<file path="config.mk">
export PLATFORM = sky130hd
export DESIGN_NAME = i2c_bit_level_master_top
export DESIGN_NICKNAME = d
export VERILOG_FILES = /design/src/hdl/i2cbm_pkg.sv /design/src/hdl/i2cbm_phase.sv /design/src/hdl/i2c_bit_level_master_top.sv
export SDC_FILE = /design/constraint.sdc
export NUM_CORES = 1
export LEC_CHECK = 0
export ABC_CLOCK_PERIOD_IN_PS = 3000
export CAP_MARGIN = 20
export CORE_MARGIN = 3
export CORE_UTILIZATION = 40
export DETAILED_ROUTE_END_ITERATION = 6
export DONT_BUFFER_PORTS = 1
export PLACE_DENSITY = 0.51
export SETUP_SLACK_MARGIN = 0.4
export SKIP_LAST_GASP = 1
export SYNTH_ARGS = -nofsm -noshare
export SYNTH_HDL_FRONTEND = slang
export SYNTH_SLANG_ARGS = --single-unit
</file>
<file path="constraint.sdc">
create_clock -name i_clk -period 3 [get_ports i_clk]
set_input_delay 0 -clock i_clk [delete_from_list [all_inputs] [get_ports i_clk]]
set_output_delay 0 -clock i_clk [all_outputs]
set_load 0.1 [all_outputs]
</file>
<file path="src/hdl/i2cbm_pkg.sv">
// i2cbm_pkg: shared types and constants for the i2c bit-level master
// no dependencies; imported by i2cbm_phase and i2c_bit_level_master_top
`default_nettype none

package i2cbm_pkg;

    localparam int BYTE_BITS = 8;
    localparam int HOLD_W    = 8;
    localparam int PHASE_W   = 5;
    localparam int BIT_W     = $clog2(BYTE_BITS);

    localparam logic [HOLD_W-1:0] HOLD_RESET = HOLD_W'(4);

    localparam logic [PHASE_W-1:0] START_LAST = PHASE_W'(3);
    localparam logic [PHASE_W-1:0] STOP_LAST  = PHASE_W'(2);
    localparam logic [PHASE_W-1:0] SEND_BITS  = PHASE_W'(3 * BYTE_BITS);
    localparam logic [PHASE_W-1:0] SEND_LAST  = PHASE_W'(3 * BYTE_BITS + 1);
    localparam logic [PHASE_W-1:0] RECV_LAST  = PHASE_W'(2 * BYTE_BITS);
    localparam logic [PHASE_W-1:0] SACK_LAST  = PHASE_W'(2);
    localparam logic [PHASE_W-1:0] CHK_LAST   = PHASE_W'(1);

    typedef enum logic [2:0] {
        FUNC_START   = 3'd0,
        FUNC_STOP    = 3'd1,
        FUNC_SEND    = 3'd2,
        FUNC_RECV    = 3'd3,
        FUNC_SACK    = 3'd4,
        FUNC_CHK_ACK = 3'd5
    } t_func;

    typedef struct packed {
        logic scl;
        logic sda;
        logic delay;
        logic rx_en;
        logic ack_en;
        logic last;
    } t_phase;

endpackage

`default_nettype wire

</file>
<file path="src/hdl/i2cbm_phase.sv">
// i2cbm_phase: pin assignment for one phase of the current bus command
// depends on i2cbm_pkg
`default_nettype none

module i2cbm_phase
    import i2cbm_pkg::*;
(
    input  wire logic [2:0]           i_func,
    input  wire logic [PHASE_W-1:0]   i_phase,
    input  wire logic [1:0]           i_sub,
    input  wire logic [BIT_W-1:0]     i_bit,
    input  wire logic [BYTE_BITS-1:0] i_tx_data,
    input  wire logic                 i_ack_out,
    input  wire logic                 i_scl_level,
    input  wire logic                 i_sda_level,
    output t_phase                    o_phase
);

    logic [BIT_W-1:0] tx_idx;

    assign tx_idx = BIT_W'(BYTE_BITS - 1) - i_bit;

    always_comb begin
        o_phase = '0;
        o_phase.scl = i_scl_level;
        o_phase.sda = i_sda_level;
        unique case (t_func'(i_func))
            FUNC_START: begin
                unique case (i_phase[1:0])
                    2'd0: begin
                        o_phase.sda = 1'b1;
                    end
                    2'd1: begin
                        o_phase = '{scl: 1'b1, sda: 1'b1, delay: 1'b1, default: 1'b0};
                    end
                    2'd2: begin
                        o_phase = '{scl: 1'b1, sda: 1'b0, delay: 1'b1, default: 1'b0};
                    end
                    default: begin
                        o_phase = '{last: (i_phase == START_LAST), default: 1'b0};
                    end
                endcase
            end
            FUNC_STOP: begin
                unique case (i_phase[1:0])
                    2'd0: begin
                        o_phase.sda = 1'b0;
                    end
                    2'd1: begin
                        o_phase = '{scl: 1'b1, sda: 1'b0, delay: 1'b1, default: 1'b0};
                    end
                    default: begin
                        o_phase = '{scl: 1'b1, sda: 1'b1, delay: 1'b1,
                                    last: (i_phase == STOP_LAST), default: 1'b0};
                    end
                endcase
            end
            FUNC_SEND: begin
                if (i_phase >= SEND_BITS) begin
                    o_phase.scl    = (i_phase != SEND_LAST);
                    o_phase.delay  = 1'b1;
                    o_phase.ack_en = (i_phase == SEND_LAST);
                    o_phase.last   = (i_phase == SEND_LAST);
                end else begin
                    case (i_sub)
                        2'd0: begin
                            o_phase.sda = i_tx_data[tx_idx];
                        end
                        2'd1: begin
                            o_phase.scl   = 1'b1;
                            o_phase.delay = 1'b1;
                        end
                        default: begin
                            o_phase.scl   = 1'b0;
                            o_phase.delay = 1'b1;
                        end
                    endcase
                end
            end
            FUNC_RECV: begin
                if (i_phase == '0) begin
                    o_phase.sda = 1'b1;
                end else begin
                    o_phase.scl   = i_phase[0];
                    o_phase.delay = 1'b1;
                    o_phase.rx_en = (i_phase == RECV_LAST);
                    o_phase.last  = (i_phase == RECV_LAST);
                end
            end
            FUNC_SACK: begin
                if (i_phase == '0) begin
                    o_phase.sda = i_ack_out;
                end else begin
                    o_phase.scl   = (i_phase != SACK_LAST);
                    o_phase.delay = 1'b1;
                    o_phase.last  = (i_phase == SACK_LAST);
                end
            end
            FUNC_CHK_ACK: begin
                o_phase.scl    = (i_phase != CHK_LAST);
                o_phase.delay  = 1'b1;
                o_phase.ack_en = (i_phase == CHK_LAST);
                o_phase.last   = (i_phase == CHK_LAST);
            end
            default: begin
                o_phase.last = 1'b1;
            end
        endcase
    end

endmodule

`default_nettype wire

</file>
<file path="src/hdl/i2c_bit_level_master_top.sv">
// i2c_bit_level_master_top: bit-level i2c master, one bus command per request
// depends on i2cbm_pkg and i2cbm_phase
//
//  channel  | direction | handshake               | payload
//  ---------+-----------+-------------------------+----------------------------------------
//  in       | sink      | i_in_valid / o_in_stall | i_func i_tx_data i_ack_out i_bus_bits
//           |           |                         | i_bus_ack
//  out      | source    | o_out_valid/i_out_stall | o_scl_out o_sda_out o_hold_len
//           |           |                         | o_rx_byte o_ack_seen o_last
//  cfg      | sink      | i_cfg_wr_en             | i_cfg_wr_data (hold_units)
//
// one result per cycle from the phase sequencer while out is not stalled; each command emits its
// sequence of pin phases, the last flagged by o_last; codes 6 and 7 emit nothing.
// a request is registered into the command registers, then its first phase into the out registers.
// the next request is taken in the same cycle as the current command's last phase is registered.
// a stall on out freezes the sequencer; reset leaves both lines high, hold 4.
`default_nettype none

module i2c_bit_level_master_top
    import i2cbm_pkg::*;
(
    input  wire logic                 i_clk,
    input  wire logic                 i_rst_n,
    input  wire logic                 i_in_valid,
    output logic                      o_in_stall,
    input  wire logic [2:0]           i_func,
    input  wire logic [BYTE_BITS-1:0] i_tx_data,
    input  wire logic                 i_ack_out,
    input  wire logic [BYTE_BITS-1:0] i_bus_bits,
    input  wire logic                 i_bus_ack,
    output logic                      o_out_valid,
    input  wire logic                 i_out_stall,
    output logic                      o_scl_out,
    output logic                      o_sda_out,
    output logic [HOLD_W-1:0]         o_hold_len,
    output logic [BYTE_BITS-1:0]      o_rx_byte,
    output logic                      o_ack_seen,
    output logic                      o_last,
    input  wire logic                 i_cfg_wr_en,
    input  wire logic [HOLD_W-1:0]    i_cfg_wr_data
);

    logic                 r_busy;
    logic [2:0]           r_func;
    logic [BYTE_BITS-1:0] r_tx_data;
    logic                 r_ack_out;
    logic [BYTE_BITS-1:0] r_bus_bits;
    logic                 r_bus_ack;
    logic [PHASE_W-1:0]   r_phase;
    logic [1:0]           r_sub;
    logic [BIT_W-1:0]     r_bit;
    logic                 r_scl;
    logic                 r_sda;
    logic [HOLD_W-1:0]    r_hold;

    logic [1:0]           n_sub;
    logic [BIT_W-1:0]     n_bit;

    t_phase ph;
    logic   adv;
    logic   take;
    logic   func_ok;

    i2cbm_phase u_phase (
        .i_func      (r_func),
        .i_phase     (r_phase),
        .i_sub       (r_sub),
        .i_bit       (r_bit),
        .i_tx_data   (r_tx_data),
        .i_ack_out   (r_ack_out),
        .i_scl_level (r_scl),
        .i_sda_level (r_sda),
        .o_phase     (ph)
    );

    assign adv        = r_busy && (!o_out_valid || !i_out_stall);
    assign o_in_stall = r_busy && !(adv && ph.last);
    assign take       = i_in_valid && !o_in_stall;
    assign func_ok    = (i_func <= 3'(FUNC_CHK_ACK));

    always_comb begin
        if (r_sub == 2'd2) begin
            n_sub = 2'd0;
            n_bit = r_bit + BIT_W'(1);
        end else begin
            n_sub = r_sub + 2'd1;
            n_bit = r_bit;
        end
    end

    always_ff @(posedge i_clk) begin
        if (!i_rst_n) begin
            r_busy <= 1'b0;
        end else if (take) begin
            r_busy <= func_ok;
        end else if (adv && ph.last) begin
            r_busy <= 1'b0;
        end
    end

    always_ff @(posedge i_clk) begin
        if (take) begin
            r_func     <= i_func;
            r_tx_data  <= i_tx_data;
            r_ack_out  <= i_ack_out;
            r_bus_bits <= i_bus_bits;
            r_bus_ack  <= i_bus_ack;
            r_phase    <= '0;
            r_sub      <= '0;
            r_bit      <= '0;
        end else if (adv) begin
            r_phase <= r_phase + PHASE_W'(1);
            r_sub   <= n_sub;
            r_bit   <= n_bit;
        end
    end

    always_ff @(posedge i_clk) begin
        if (!i_rst_n) begin
            r_scl  <= 1'b1;
            r_sda  <= 1'b1;
            r_hold <= HOLD_RESET;
        end else begin
            if (adv) begin
                r_scl <= ph.scl;
                r_sda <= ph.sda;
            end
            if (i_cfg_wr_en) begin
                r_hold <= i_cfg_wr_data;
            end
        end
    end

    always_ff @(posedge i_clk) begin
        if (!i_rst_n) begin
            o_out_valid <= 1'b0;
        end else if (adv) begin
            o_out_valid <= 1'b1;
        end else if (!i_out_stall) begin
            o_out_valid <= 1'b0;
        end
    end

    always_ff @(posedge i_clk) begin
        if (adv) begin
            o_scl_out  <= ph.scl;
            o_sda_out  <= ph.sda;
            o_hold_len <= ph.delay ? r_hold : '0;
            o_rx_byte  <= ph.rx_en ? r_bus_bits : '0;
            o_ack_seen <= ph.ack_en & r_bus_ack;
            o_last     <= ph.last;
        end
    end

endmodule

`default_nettype wire

</file>
==> flow_summary.ini <==
[run_status]
status = complete, no violations

[final_layout]
fin_nets = 320
layout_commonest_cell = edfxtp_1
area_growth_pct = 26.61
fin_cells = 381
final_util = 0.5264
regArea_um2 = 1673
nFillCells = 603
drive_gt1_frac = 0.1368
multi_input_area_um2 = 1134
diodes = 0
most-common-layout-cells = edfxtp_1 (41), dlygate4sd3_1 (40), dfxtp_1 (21)

[yosys]
muxShareOfSynthArea = 0.05463
synth_nets = 272
synth-xor-area-share = 0.01542
synth_edf_count = 41
netlist_area_um2 = 2840
yosysWarnings = 0
synth-simple-area-share = 0.1907
synth.avg_cell_area_um2 = 12.24
synth_compound_area_frac = 0.09824
ys_dominant_reg_cell = edfxtp_1
synth.yosys.seq_area_share = 0.5885
synth-seq-cells = 63
synth_top_family_by_area = simple AND/OR/NAND/NOR gates
synth_cell_types = 48
synthAdderAreaFrac = 0.02643
synthCells = 232
async_flop_share = 0

[die]
rows = 30
core_area_um2 = 6832
die_x_um = 90.27
io_pins = 56
die_h_um = 90.27
initial_core_util = 0.4158
dieArea_um2 = 8148

[clocking]
cts_sinks = 63
cts_root_buf = clkbuf_8
cts.reportedPaths.clkPinSlew_ns = 0.07
cts_inserted_buffers = 9
htree_levels = 3
clock_latency_ns = 0.34
clockBufferDepth = 2
cts_tree = built

[placed_design]
preCtsSetupSlack_ns = 0.2439
hpwl_um = 3903
gp_congestion = 0.8457
numPortBuffers = 0
placed_cells = 323

[grt]
grt_pass1_wl_um = 10210
use_met1 = 0.1952
grt_usage = 0.1626
grt_start_max_net_pins = 20
grt.busiest_layer = met2
grt_util_met2 = 0.2558
grt_pass1_vias = 2015
met3_usage = 0.05583
grt_overflow = 0
antenna_found_initial = 0

[worst_setup_path]
critical_path_class = reg2out
worst_ep_arrival_time_ns = 2.44
crit_required_ns = 3.00
cp-start-kind = flip-flop
worstPathMaxFanout = 7
end_kind = output pin

[detailed_routing]
ant_nets = 0
drt_iter0_markers = 167
num_vias = 1972
wl_um = 6182
drt-vias-per-instance = 5.176
drc = 0
first_pass_iters = 4
post_drt_wl_per_cell_um = 16.23

[timing]
finalCritPeriodShare = 0.8120
fin_skew_ns = 0.009046
setup_viol = 0
tns_ns = 0
slew_violations = 0
max_freq_ghz = 0.4105
relSlewSlack = 0.3898
fin_ws_ns = 0.5641
hold_violations = 0
worst_slew_pin_slew_ns = 0.9172
rsz0062_at_grt = false
period_minus_slack_ns = 2.436

[power_and_ir_drop]
p_per_area_nw_per_um2 = 647.1
leakagePower_nw = 1.283
ir_worst_vdd_uv = 376.1

[hold_path]
worstHoldPathType = in2reg

[job]
cap_viol_max_count = 0
## area by class of cell
cell class	instances	share of cell area
Clock buffer	9	0.03445
Timing Repair Buffer	47	0.1260
Sequential cell	63	0.4652
Inverter	6	0.006263
Tap cell	96	0.03340
Clock inverter	7	0.01949
Multi-Input combinational cell	153	0.3152
## worst max-delay path: stages, from the launching register on
cell and delay (ns):
dfxtp_2 0.38, inv_1 0.12, ha_2 0.24, or3b_2 0.46, a21oi_1 0.18, o221ai_2 0.19
a21oi_4 0.23, nor2_2 0.06, buf_4 0.23
## per-layer routing
layer | up-vias | part of all wire
met2 | 73 | 0.49
met1 | 925 | 0.42
li1 | 958 | -
met3 | 16 | 0.066
met5 | - | 0
met4 | 0 | 0.030
## worst paths after layout
check	start	depth (start not counted)	endpoint	slack (ns)
min reg2reg	r_bus_bits[5]$_DFFE_PP_	1	o_rx_byte[5]$_SDFFCE_PN0P_	0.51
min	i_in_valid	3	r_phase[2]$_SDFFE_PP0P_	0.03
max reg2reg	r_phase[0]$_SDFFE_PP0P_	7	r_bus_bits[2]$_DFFE_PP_	0.64
max	r_phase[0]$_SDFFE_PP0P_	8	o_in_stall	0.56
## logic make-up after synthesis
family          Yosys count
xor+xnor                  5
fa+ha+maj                 6
mux                      13
compound gates           38
buf+inv                  17
simple gates             90
flops                    63
## sequential cells by signal, summed over array words and instances (netlist names), 2 cells and up
| signal | flops |
|---|---|
| o_hold_len | 8 |
| o_rx_byte | 8 |
| r_bus_bits | 8 |
| r_hold | 8 |
| r_tx_data | 8 |
| r_phase | 5 |
| r_bit | 3 |
| r_func | 3 |
| r_sub | 2 |
## timing repair
item	4_1_cts	5_1_grt
gates resized for setup	2	4
hold buffers	39	1
setup buffers	0	1
pin swaps	0	1
hold endpoints to repair	45	10
gates cloned	1	0
setup endpoints to repair	21	22
## power breakdown
| group | total, mW | leakage, nW | switching [mW] | internal [mW] |
|---|---|---|---|---|
| Combinational | 0.428 | 0.617 | 0.237 | 0.192 |
| Sequential | 1.17 | 0.574 | 0.172 | 0.999 |
| Clock | 0.727 | 0.0913 | 0.343 | 0.383 |
| Total | 2.33 | 1.28 | 0.752 | 1.57 |
## through the flow
stage	power [mW]	hold WS (ns)	cell area, µm²
after floorplan	1.452	0.09887	2844
after global placement	1.543	0.06685	2958
after detailed placement	1.539	0.07169	2958
after CTS	2.323	0.01103	3561
after global routing	2.439	0.02109	3596
final	2.327	0.02878	3596
## synth_stat cells, types with 2 or more instances
library cell	number	area, µm²
mux2i_1	11	110.1
edfxtp_1	41	1231
nor3b_1	7	52.55
a21oi_1	11	55.05
inv_1	6	22.52
clkbuf_1	7	26.28
nor2_1	13	48.80
and2_1	17	106.4
nand2b_1	3	18.77
or3b_2	2	17.52
nand2_1	10	37.54
buf_2	2	10.01
o21ai_0	7	35.03
nor4_1	2	12.51
nand4_1	3	18.77
xor2_1	4	35.03
a21boi_0	3	22.52
a31oi_1	2	12.51
nor3_1	12	60.06
dfxtp_1	22	440.4
mux4_2	2	45.04
nor2b_1	13	81.33
nand3b_1	2	15.01
ha_1	6	75.07
(Power assumes the default switching activity.)
